**src/rtl/fas_pkg.sv**
```systemverilog
// Shared types, codes and defaults for the frame animation sequencer.
// No dependencies; every other file of the block refers to this package.
package fas_pkg;

  // Default values for the top-level parameters
  localparam int MAX_FRAMES_DEF = 256;
  localparam int TIME_BITS_DEF  = 32;

  // Fixed field widths
  localparam int REQ_W      = 2;
  localparam int NOW_W      = 32;
  localparam int DELTA_W    = 16;
  localparam int FRAME_W    = 8;
  localparam int MODE_W     = 2;
  localparam int INTERVAL_W = 16;
  localparam int COOL_W     = 16;
  localparam int COUNT_W    = 9;
  localparam int CFG_DATA_W = 32;
  localparam int CFG_ADDR_W = 4;

  // Request codes
  localparam logic [REQ_W-1:0] REQ_TICK  = 2'd0;
  localparam logic [REQ_W-1:0] REQ_PLAY  = 2'd1;
  localparam logic [REQ_W-1:0] REQ_PAUSE = 2'd2;
  localparam logic [REQ_W-1:0] REQ_SET   = 2'd3;

  // Run modes
  localparam logic [MODE_W-1:0] MODE_PLAY     = 2'd0;
  localparam logic [MODE_W-1:0] MODE_PAUSE    = 2'd1;
  localparam logic [MODE_W-1:0] MODE_COOLDOWN = 2'd2;
  localparam logic [MODE_W-1:0] MODE_ENDED    = 2'd3;

  // Register indexes (byte address bits [3:2])
  localparam logic [1:0] REG_INTERVAL = 2'd0;
  localparam logic [1:0] REG_LOOPING  = 2'd1;
  localparam logic [1:0] REG_COOLDOWN = 2'd2;
  localparam logic [1:0] REG_COUNT    = 2'd3;

  // Register reset values
  localparam logic [INTERVAL_W-1:0] INTERVAL_RST = 16'd100;
  localparam logic [COOL_W-1:0]     COOLDOWN_RST = 16'd0;
  localparam logic [COUNT_W-1:0]    COUNT_RST    = 9'd1;

  // Divider status toward the sequencer
  typedef struct packed {
    logic busy;
    logic done;
  } div_status_t;

endpackage

```
**src/rtl/fas_channels.sv**
```systemverilog
// Valid/ready channel interfaces for requests and responses.
// Depends on fas_pkg for field widths.
interface fas_req_if;
  logic                           valid;
  logic                           ready;
  logic [fas_pkg::REQ_W-1:0]      req_type;
  logic [fas_pkg::NOW_W-1:0]      now_ms;
  logic [fas_pkg::DELTA_W-1:0]    delta_ms;
  logic [fas_pkg::FRAME_W-1:0]    frame_index;

  modport source (output valid, req_type, now_ms, delta_ms, frame_index, input ready);
  modport sink   (input valid, req_type, now_ms, delta_ms, frame_index, output ready);
endinterface

interface fas_rsp_if;
  logic                           valid;
  logic                           ready;
  logic [fas_pkg::FRAME_W-1:0]    current_frame;
  logic [fas_pkg::MODE_W-1:0]     mode;

  modport source (output valid, current_frame, mode, input ready);
  modport sink   (input valid, current_frame, mode, output ready);
endinterface

```
**src/rtl/fas_divider.sv**
```systemverilog
// Bit-serial restoring divider: accumulator by frame interval, one quotient bit a cycle.
// Depends on fas_pkg for the interval width and the status struct.
module fas_divider #(
  parameter int TIME_BITS = fas_pkg::TIME_BITS_DEF
) (
  input  logic                            clk,
  input  logic                            rst_n,
  input  logic                            start,
  input  logic [TIME_BITS-1:0]            dividend,
  input  logic [fas_pkg::INTERVAL_W-1:0]  divisor,
  output logic [TIME_BITS-1:0]            quotient,
  output fas_pkg::div_status_t            status
);

  localparam int CNT_W = $clog2(TIME_BITS + 1);
  localparam int DV_W  = fas_pkg::INTERVAL_W;

  logic [CNT_W-1:0]     cnt_r, cnt_nxt;
  logic                 done_r, done_nxt;
  logic [TIME_BITS-1:0] quo_r, quo_nxt;
  logic [DV_W-1:0]      rem_r, rem_nxt;
  logic [DV_W:0]        trial;
  logic [DV_W:0]        diff;
  logic                 fits;

  // Shift the next dividend bit into the partial remainder and try a subtract
  assign trial = {rem_r, quo_r[TIME_BITS-1]};
  assign diff  = trial - {1'b0, divisor};
  assign fits  = (trial >= {1'b0, divisor});

  always_comb begin
    cnt_nxt  = cnt_r;
    done_nxt = 1'b0;
    quo_nxt  = quo_r;
    rem_nxt  = rem_r;
    if (start) begin
      cnt_nxt = CNT_W'(TIME_BITS);
      quo_nxt = dividend;
      rem_nxt = '0;
    end else if (cnt_r != '0) begin
      cnt_nxt  = cnt_r - 1'b1;
      quo_nxt  = {quo_r[TIME_BITS-2:0], fits};
      rem_nxt  = fits ? diff[DV_W-1:0] : trial[DV_W-1:0];
      done_nxt = (cnt_r == CNT_W'(1));
    end
  end

  // Hold control state under reset
  always_ff @(posedge clk) begin
    if (!rst_n) begin
      cnt_r  <= '0;
      done_r <= 1'b0;
    end else begin
      cnt_r  <= cnt_nxt;
      done_r <= done_nxt;
    end
  end

  // Advance the datapath shift registers
  always_ff @(posedge clk) begin
    quo_r <= quo_nxt;
    rem_r <= rem_nxt;
  end

  assign quotient    = quo_r;
  assign status.busy = (cnt_r != '0);
  assign status.done = done_r;

endmodule

```
**src/rtl/frame_animation_sequencer_core.sv**
```systemverilog
// Frame animation sequencer: one response per request, one request in work at a time.
// Each request passes from idle through execute to write, where the response is loaded into
// the output register once it is free; a tick in play mode goes through the bit-serial
// divider and a frame-step state between execute and write. A new request is accepted
// while the previous response waits in the output register.
// Synchronous active-low reset clears the control and sequencer state and restores the register defaults.
module frame_animation_sequencer_core #(
  parameter int MAX_FRAMES = fas_pkg::MAX_FRAMES_DEF,
  parameter int TIME_BITS  = fas_pkg::TIME_BITS_DEF
) (
  input  logic                              clk,
  input  logic                              rst_n,
  fas_req_if.sink                           in_ch,
  fas_rsp_if.source                         out_ch,
  input  logic                              psel,
  input  logic                              penable,
  input  logic                              pwrite,
  input  logic [fas_pkg::CFG_ADDR_W-1:0]    paddr,
  input  logic [fas_pkg::CFG_DATA_W-1:0]    pwdata,
  output logic [fas_pkg::CFG_DATA_W-1:0]    prdata,
  output logic                              pready
);

  localparam int FW  = fas_pkg::FRAME_W;
  localparam int CW  = fas_pkg::COUNT_W;
  localparam int MW  = fas_pkg::MODE_W;
  localparam int NW  = fas_pkg::NOW_W;
  localparam int CAP = (MAX_FRAMES < 256) ? MAX_FRAMES : 256;
  localparam logic [CW-1:0] CAP_N = CW'(CAP);

  // Sequencer states
  localparam logic [2:0] ST_IDLE  = 3'd0;
  localparam logic [2:0] ST_EXEC  = 3'd1;
  localparam logic [2:0] ST_DIV   = 3'd2;
  localparam logic [2:0] ST_STEP  = 3'd3;
  localparam logic [2:0] ST_WRITE = 3'd4;

  logic [2:0]                         state_r, state_nxt;

  // Configuration registers
  logic [fas_pkg::INTERVAL_W-1:0]     interval_r;
  logic                               looping_r;
  logic [fas_pkg::COOL_W-1:0]         cooldown_r;
  logic [CW-1:0]                      count_r;

  // Sequencer state
  logic [MW-1:0]                      mode_r, mode_nxt;
  logic [FW-1:0]                      pos_r, pos_nxt;
  logic [TIME_BITS-1:0]               acc_r, acc_nxt;
  logic [NW-1:0]                      deadline_r, deadline_nxt;
  logic                               was_set_r, was_set_nxt;

  // Latched request
  logic [fas_pkg::REQ_W-1:0]          req_r;
  logic [NW-1:0]                      now_r;
  logic [fas_pkg::DELTA_W-1:0]        delta_r;
  logic [FW-1:0]                      idx_r;

  // Output register
  logic                               out_valid_r, out_valid_nxt;
  logic [FW-1:0]                      out_frame_r;
  logic [MW-1:0]                      out_mode_r;

  // Datapath helpers
  logic                               wr_en;
  logic [CW-1:0]                      cnt_nz;
  logic [CW-1:0]                      total;
  logic [FW-1:0]                      last;
  logic [TIME_BITS:0]                 sum_ext;
  logic [TIME_BITS-1:0]               sum_sat;
  logic [NW-1:0]                      since;
  logic [fas_pkg::INTERVAL_W-1:0]     divisor;
  logic                               div_start;
  logic [TIME_BITS-1:0]               quo;
  fas_pkg::div_status_t               div_st;
  logic                               q_big;
  logic [CW:0]                        reach;
  logic                               out_free;

  // Configuration port
  assign pready = 1'b1;
  assign wr_en  = psel && penable && pwrite;

  always_ff @(posedge clk) begin
    if (!rst_n) begin
      interval_r <= fas_pkg::INTERVAL_RST;
      looping_r  <= 1'b0;
      cooldown_r <= fas_pkg::COOLDOWN_RST;
      count_r    <= fas_pkg::COUNT_RST;
    end else if (wr_en) begin
      case (paddr[3:2])
        fas_pkg::REG_INTERVAL: interval_r <= pwdata[fas_pkg::INTERVAL_W-1:0];
        fas_pkg::REG_LOOPING:  looping_r  <= pwdata[0];
        fas_pkg::REG_COOLDOWN: cooldown_r <= pwdata[fas_pkg::COOL_W-1:0];
        fas_pkg::REG_COUNT:    count_r    <= pwdata[CW-1:0];
        default: ;
      endcase
    end
  end

  always_comb begin
    case (paddr[3:2])
      fas_pkg::REG_INTERVAL: prdata = {16'd0, interval_r};
      fas_pkg::REG_LOOPING:  prdata = {31'd0, looping_r};
      fas_pkg::REG_COOLDOWN: prdata = {16'd0, cooldown_r};
      fas_pkg::REG_COUNT:    prdata = {23'd0, count_r};
      default:               prdata = '0;
    endcase
  end

  // Effective frame count and last frame
  assign cnt_nz = (count_r == '0) ? CW'(1) : count_r;
  assign total  = (cnt_nz > CAP_N) ? CAP_N : cnt_nz;
  assign last   = FW'(total - CW'(1));

  // Saturating accumulator sum
  assign sum_ext = (TIME_BITS+1)'(acc_r) + (TIME_BITS+1)'(delta_r);
  assign sum_sat = sum_ext[TIME_BITS] ? '1 : sum_ext[TIME_BITS-1:0];

  // Wrap-safe deadline test
  assign since = now_r - deadline_r;

  assign divisor   = (interval_r == '0) ? fas_pkg::INTERVAL_W'(1) : interval_r;
  assign div_start = (state_r == ST_EXEC) && (req_r == fas_pkg::REQ_TICK) &&
                     (mode_r == fas_pkg::MODE_PLAY);

  fas_divider #(
    .TIME_BITS (TIME_BITS)
  ) u_div (
    .clk      (clk),
    .rst_n    (rst_n),
    .start    (div_start),
    .dividend (sum_sat),
    .divisor  (divisor),
    .quotient (quo),
    .status   (div_st)
  );

  // Frame step compare on the registered quotient
  assign q_big = (|quo[TIME_BITS-1:CW]) || (quo[CW-1:0] >= total);
  assign reach = (CW+1)'(pos_r) + (CW+1)'(quo[CW-1:0]);

  assign out_free    = !out_valid_r || out_ch.ready;
  assign in_ch.ready = (state_r == ST_IDLE);

  // Sequencer next state
  always_comb begin
    state_nxt    = state_r;
    mode_nxt     = mode_r;
    pos_nxt      = pos_r;
    acc_nxt      = acc_r;
    deadline_nxt = deadline_r;
    was_set_nxt  = was_set_r;
    case (state_r)
      ST_IDLE: begin
        if (in_ch.valid) state_nxt = ST_EXEC;
      end
      ST_EXEC: begin
        state_nxt = ST_WRITE;
        case (req_r)
          fas_pkg::REQ_TICK: begin
            if (mode_r == fas_pkg::MODE_PLAY) begin
              acc_nxt   = sum_sat;
              state_nxt = ST_DIV;
            end else if (mode_r == fas_pkg::MODE_COOLDOWN && !since[NW-1]) begin
              if (!was_set_r) pos_nxt = '0;
              was_set_nxt = 1'b0;
              mode_nxt    = fas_pkg::MODE_PLAY;
            end
          end
          fas_pkg::REQ_PLAY: begin
            if (mode_r == fas_pkg::MODE_ENDED || mode_r == fas_pkg::MODE_COOLDOWN) begin
              if (!was_set_r) pos_nxt = '0;
              was_set_nxt = 1'b0;
            end
            mode_nxt = fas_pkg::MODE_PLAY;
          end
          fas_pkg::REQ_PAUSE: begin
            if (mode_r == fas_pkg::MODE_PLAY || mode_r == fas_pkg::MODE_COOLDOWN)
              mode_nxt = fas_pkg::MODE_PAUSE;
          end
          fas_pkg::REQ_SET: begin
            pos_nxt = (idx_r > last) ? last : idx_r;
            if (mode_r == fas_pkg::MODE_ENDED || mode_r == fas_pkg::MODE_COOLDOWN)
              was_set_nxt = 1'b1;
          end
          default: ;
        endcase
      end
      ST_DIV: begin
        if (div_st.done) state_nxt = ST_STEP;
      end
      ST_STEP: begin
        state_nxt = ST_WRITE;
        if (quo != '0) begin
          acc_nxt = '0;
          if (q_big || reach >= (CW+1)'(total)) begin
            if (looping_r) begin
              deadline_nxt = now_r + NW'(cooldown_r);
              mode_nxt     = fas_pkg::MODE_COOLDOWN;
            end else begin
              mode_nxt = fas_pkg::MODE_ENDED;
            end
            pos_nxt = last;
          end else begin
            pos_nxt = pos_r + quo[FW-1:0];
          end
        end
      end
      ST_WRITE: begin
        if (out_free) state_nxt = ST_IDLE;
      end
      default: state_nxt = ST_IDLE;
    endcase
  end

  // Drop the response once taken, load it when the slot frees
  always_comb begin
    out_valid_nxt = out_valid_r;
    if (out_ch.ready) out_valid_nxt = 1'b0;
    if (state_r == ST_WRITE && out_free) out_valid_nxt = 1'b1;
  end

  // Control and sequencer state
  always_ff @(posedge clk) begin
    if (!rst_n) begin
      state_r     <= ST_IDLE;
      mode_r      <= fas_pkg::MODE_PAUSE;
      pos_r       <= '0;
      acc_r       <= '0;
      deadline_r  <= '0;
      was_set_r   <= 1'b0;
      out_valid_r <= 1'b0;
    end else begin
      state_r     <= state_nxt;
      mode_r      <= mode_nxt;
      pos_r       <= pos_nxt;
      acc_r       <= acc_nxt;
      deadline_r  <= deadline_nxt;
      was_set_r   <= was_set_nxt;
      out_valid_r <= out_valid_nxt;
    end
  end

  // Capture the request payload and the response payload
  always_ff @(posedge clk) begin
    if (in_ch.valid && in_ch.ready) begin
      req_r   <= in_ch.req_type;
      now_r   <= in_ch.now_ms;
      delta_r <= in_ch.delta_ms;
      idx_r   <= in_ch.frame_index;
    end
    if (state_r == ST_WRITE && out_free) begin
      out_frame_r <= pos_r;
      out_mode_r  <= mode_r;
    end
  end

  assign out_ch.valid         = out_valid_r;
  assign out_ch.current_frame = out_frame_r;
  assign out_ch.mode          = out_mode_r;

  // Checks
  a_accept_exec: assert property (@(posedge clk) disable iff (!rst_n)
    in_ch.valid && in_ch.ready |=> state_r == ST_EXEC)
    else $error("accepted transaction did not enter execution");

  a_div_done_state: assert property (@(posedge clk) disable iff (!rst_n)
    div_st.done |-> state_r == ST_DIV)
    else $error("divider finished outside the divide state");

  a_set_flag_src: assert property (@(posedge clk) disable iff (!rst_n)
    $rose(was_set_r) |-> $past(req_r) == fas_pkg::REQ_SET)
    else $error("frame-set flag raised by a request other than set frame");

  a_write_loads: assert property (@(posedge clk) disable iff (!rst_n)
    state_r == ST_WRITE && out_free |=> out_valid_r && state_r == ST_IDLE)
    else $error("response not loaded on write");

endmodule
```
**src/flat_wrapper.sv**
```systemverilog
// flat-port wrapper written by rule: the top's interface ports become plain ports
module frame_animation_sequencer_core_flat 
#(
  parameter int MAX_FRAMES = fas_pkg::MAX_FRAMES_DEF,
  parameter int TIME_BITS  = fas_pkg::TIME_BITS_DEF
)
  (clk, rst_n, psel, penable, pwrite, paddr, pwdata, prdata, pready, in_ch_valid, in_ch_req_type, in_ch_now_ms, in_ch_delta_ms, in_ch_frame_index, in_ch_ready, out_ch_valid, out_ch_current_frame, out_ch_mode, out_ch_ready);
  fas_req_if in_ch_i ();
  fas_rsp_if out_ch_i ();
  input  logic clk;
  input  logic rst_n;
  input  logic psel;
  input  logic penable;
  input  logic pwrite;
  input  logic [fas_pkg::CFG_ADDR_W-1:0] paddr;
  input  logic [fas_pkg::CFG_DATA_W-1:0] pwdata;
  output logic [fas_pkg::CFG_DATA_W-1:0] prdata;
  output logic pready;
  input wire logic [$bits(in_ch_i.valid)-1:0] in_ch_valid;
  input wire logic [$bits(in_ch_i.req_type)-1:0] in_ch_req_type;
  input wire logic [$bits(in_ch_i.now_ms)-1:0] in_ch_now_ms;
  input wire logic [$bits(in_ch_i.delta_ms)-1:0] in_ch_delta_ms;
  input wire logic [$bits(in_ch_i.frame_index)-1:0] in_ch_frame_index;
  output wire logic [$bits(in_ch_i.ready)-1:0] in_ch_ready;
  output wire logic [$bits(out_ch_i.valid)-1:0] out_ch_valid;
  output wire logic [$bits(out_ch_i.current_frame)-1:0] out_ch_current_frame;
  output wire logic [$bits(out_ch_i.mode)-1:0] out_ch_mode;
  input wire logic [$bits(out_ch_i.ready)-1:0] out_ch_ready;
  assign in_ch_i.valid = in_ch_valid;
  assign in_ch_i.req_type = in_ch_req_type;
  assign in_ch_i.now_ms = in_ch_now_ms;
  assign in_ch_i.delta_ms = in_ch_delta_ms;
  assign in_ch_i.frame_index = in_ch_frame_index;
  assign in_ch_ready = in_ch_i.ready;
  assign out_ch_valid = out_ch_i.valid;
  assign out_ch_current_frame = out_ch_i.current_frame;
  assign out_ch_mode = out_ch_i.mode;
  assign out_ch_i.ready = out_ch_ready;
  frame_animation_sequencer_core #(.MAX_FRAMES(MAX_FRAMES), .TIME_BITS(TIME_BITS)) u_core (.clk(clk), .rst_n(rst_n), .in_ch(in_ch_i), .out_ch(out_ch_i), .psel(psel), .penable(penable), .pwrite(pwrite), .paddr(paddr), .pwdata(pwdata), .prdata(prdata), .pready(pready));
endmodule
```
**config.mk**
```make
export PLATFORM = sky130hd
export DESIGN_NAME = frame_animation_sequencer_core_flat
export DESIGN_NICKNAME = d
export VERILOG_FILES = /design/src/rtl/fas_pkg.sv /design/src/rtl/fas_channels.sv /design/src/rtl/fas_divider.sv /design/src/rtl/frame_animation_sequencer_core.sv /design/src/flat_wrapper.sv
export SDC_FILE = /design/constraint.sdc
export NUM_CORES = 1
export LEC_CHECK = 0
export ABC_CLOCK_PERIOD_IN_PS = 11400
export BUFFER_PORTS_ARGS = -buffer_cell sky130_fd_sc_hd__buf_2
export CAP_MARGIN = 20
export CORE_UTILIZATION = 60
export CTS_CLUSTER_SIZE = 24
export DETAILED_ROUTE_END_ITERATION = 16
export HOLD_SLACK_MARGIN = 0.1
export PLACE_DENSITY = 0.81
export SLEW_MARGIN = 20
export SYNTH_ARGS = -nofsm -noshare
export SYNTH_HDL_FRONTEND = slang
export SYNTH_HIERARCHICAL = 1
export SYNTH_SLANG_ARGS = --single-unit
```
**constraint.sdc**
```tcl
create_clock -name clk -period 11.4 [get_ports clk]
set_input_delay 0.57 -clock clk [delete_from_list [all_inputs] [get_ports clk]]
set_output_delay 0.57 -clock clk [all_outputs]
set_load 0.05 [all_outputs]
```
==> impl_metrics.csv <==
group,metric,value,unit
sta,worstMarginPinSlew,1.00,ns
sta,holdWs,0.198,ns
clock_network,root_buffer,"clkbuf_16",
critical_path,crit_path_top_delay_cell,"or4_4",
global_route,met2_usage,0.460,
floorplan,ios,146,
synthesis,synth_cells,1649,
critical_path,cpMostUsedCell,"nor2_1",
power_and_ir_drop,combPwrFrac,0.315,
global_route,grt-ovfl-total,0,
critical_path,end_kind,"register",
floorplan,rows,57,
critical_path,critPathTopFamily,"simple AND/OR/NAND/NOR gates",
floorplan,initial_core_util,0.612,
global_route,grt.busiest_layer,"met2",
worst_hold_path,hold_class,"in2reg",
sta,tns,0,ns
drt,wl_per_cell,17.3,um
synthesis,ys.flop_type,"dfxtp_1",
cells_and_area,layout-drive-gt1-share,0.135,
power_and_ir_drop,ir_worst_vdd,0.124,mV
drt,vias,12600,
clock_network,cts_inserted_buffers,27,
synthesis,yosysSeqAreaShare,0.395,
power_and_ir_drop,p_seq_frac,0.399,
clock_network,htreeDepth,1,
clock_network,clock_sinks,244,
synthesis,ys_warn_count,6,
critical_path,arrival,5.12,ns
worst_hold_path,worstHoldPathCells,1,
power_and_ir_drop,power.switching,1.01,mW
synthesis,netlist_area,14900,um2
sta,grt_setup_unrepaired,"false",
drt,drt_drc_violations_left,0,
global_route,grt_pass1_vias,11900,
critical_path,worst-path-stages,19,
placed_design,hpwl,25.5,mm
floorplan,die-area,25500,um2
sta,hold_violations,0,
global_route,grt_max_degree,82,
critical_path,worstPathCellList,"or4_4, or2_2, nor4_1, nor2_1, nor2_1, inv_1, ha_1, nand3_1, and3b_1, xor2_1, ha_1, nand4_1, nor2_1, a211oi_1, maj3_4, nor3_2, a22o_1, o21ai_1, mux2i_1",
status,status,"completed",
floorplan,fp.dieH,160,um
power_and_ir_drop,p_int,1.99,mW
drt,drt_iter0_markers,964,
global_route,track_usage,0.274,
sta,min_period,4.66,ns
critical_path,max_stage_delay,0.54,ns
cells_and_area,syn2layout_area_growth,10.4,%
global_route,antenna_found_initial,0,
floorplan,core,24300,um2
critical_path,crit_buf_inv,1,
drt,drt-total-wl,35.7,mm
clock_network,clk_pin_slew,0.06,ns
sta,setup_violations,0,
clock_network,cts_resized,0,
critical_path,cp.required,11.86,ns
power_and_ir_drop,p_sw_frac,0.336,
critical_path,critical_path_peak_fanout,7,
sta,fin_crit_sh,0.409,
power_and_ir_drop,p_per_area,183,nW/um2
synthesis,synth_cell_type_count,93,
critical_path,r2r_cells,19,
global_route,grt.met1_usage,0.366,
synthesis,yosys_register_bits,244,
sta,slew_violations,0,
critical_path,worstSetupPathType,"reg2reg",
flow_run,max-cap-violations,0,
placed_design,portBuffers,110,
synthesis,synth-edff-count,100,
floorplan,die_width,160,um
clock_network,cts_tree,"built",
drt,first_pass_iters,7,
cells_and_area,mostFrequentLayoutCells,"nand2_1 (203), dfxtp_1 (144), nor2_1 (130), a21oi_1 (123), ha_1 (118)",
synthesis,ys_async_sr_fraction,0,
cells_and_area,nets,1945,
power_and_ir_drop,clkPwrFrac,0.286,
power_and_ir_drop,p_leak,6.47,nW
drt,viasPerCell,6.08,
global_route,grt_pass1_wl,57.7,mm
critical_path,startpoint_type,"register",
drt,ant_nets,0,
sta,skew,0.0187,ns
clock_network,postCtsSetupBuffers,0,
sta,fmax,214,MHz
sta,max_slew_margin,0.330,
clock_network,cts_max_path_buffers,3,
placed_design,place_congestion,0.910,
synthesis,synth_area_per_cell,9.03,um2
global_route,grtUsageMet3,0.0341,
clock_network,clock_latency,0.54,ns
cells_and_area,mostFrequentLayoutCell,"nand2_1",
clock_network,holdBufCountCts,0,
[cell usage after synthesis, types with 20 or more instances]
library cell	number	area, um2
inv_1	83	312
nand2b_1	20	125
nor2_1	130	488
clkbuf_1	54	203
nor3_1	34	170
xnor2_1	33	289
a21oi_1	124	621
xor2_1	30	263
mux2i_1	28	280
o21ai_0	82	410
mux2_2	39	439
a21o_1	22	165
nand3_1	42	210
o211ai_1	23	173
a211oi_1	27	203
dfxtp_1	144	2880
ha_1	118	1480
nand2_1	203	762
edfxtp_1	100	3000
[worst paths after layout]
check	start	to	slack, ns
worst max register to register	u_core/count_r[1]	u_core/pos_r[3]	6.74
worst min register to register	u_core/pos_r[4]	u_core/out_ch.current_frame[4]	0.47
worst max-delay path	u_core/count_r[1]	u_core/pos_r[3]	6.74
worst min-delay path	in_ch_delta_ms[0]	u_core/delta_r[0]	0.20
[sequential cells by signal (all words and copies together) (netlist names)]
register                     count
u_core/u_div/done_r              1
u_core/pos_r                     8
u_core/out_ch.current_frame      8
u_core/acc_r                    32
u_core/u_div/rem_r              16
u_core/idx_r                     8
u_core/cooldown_r               16
u_core/u_div/cnt_r               6
u_core/state_r                   3
u_core/interval_r               16
u_core/out_ch.mode               2
u_core/deadline_r               32
u_core/out_ch.valid              1
u_core/mode_r                    2
u_core/was_set_r                 1
u_core/delta_r                  16
u_core/now_r                    32
u_core/req_r                     2
u_core/count_r                   9
u_core/looping_r                 1
u_core/u_div/quotient           32
[cell type report]
cell class	instances	area [um2]
tap	324	405
timing repair buffer	120	626
fill	1891	7890
inverter	87	327
antenna	1	2.50
multi-input combinational	1242	8310
clock inverter	12	115
clock buffer	37	763
sequential	244	5890
[worst register-to-register path, delay by kind of cell, from the launching register on]
kind / cells / cell delay (ns)
and+or+nand+nor: 10 / 2.51
adders and majority gates: 3 / 0.91
AOI/OAI and AO/OA: 3 / 0.36
DFF: 1 / 0.36
muxes: 1 / 0.17
xor gates and xnor gates: 1 / 0.15
buffers and inverters: 1 / 0.11
[routing by layer]
layer  vias up  share of wire
li1       6097              -
met3        74          0.066
met1      5940           0.44
met5         -              0
met4         0          0.029
met2       455           0.47
[per-stage QoR]
stage	power, mW	cells	area, um2	worst slack, ns	util
after CTS	3.00	2066	16400	6.76	0.676
after global routing	3.17	2066	16400	6.51	0.676
after global placement	2.10	2017	15600	7.03	0.640
after detailed placement	2.14	2017	15600	6.77	0.640
after floorplan	1.91	1664	14900	7.53	-
final	3.00	2067	16400	6.74	0.676
[power by group through the flow]
stage	Sequential [mW]	Combinational [mW]	Clock (mW)
2_1_floorplan	1.17	0.737	0
3_3_place_gp	1.21	0.895	0
3_5_place_dp	1.21	0.933	0
4_1_cts	1.19	0.936	0.873
5_1_grt	1.21	1.05	0.906
6_report	1.20	0.945	0.860
[cells by family after synthesis]
group	after synthesis	share of synthesized area
simple gates	555	0.177
compound gates	416	0.184
flops	244	0.395
buf+inv	178	0.0512
fa+ha+maj	123	0.105
mux	68	0.0498
xor+xnor	63	0.0370
other cells	2	0.000504
Note: power is estimated with default switching activity, not from simulation.
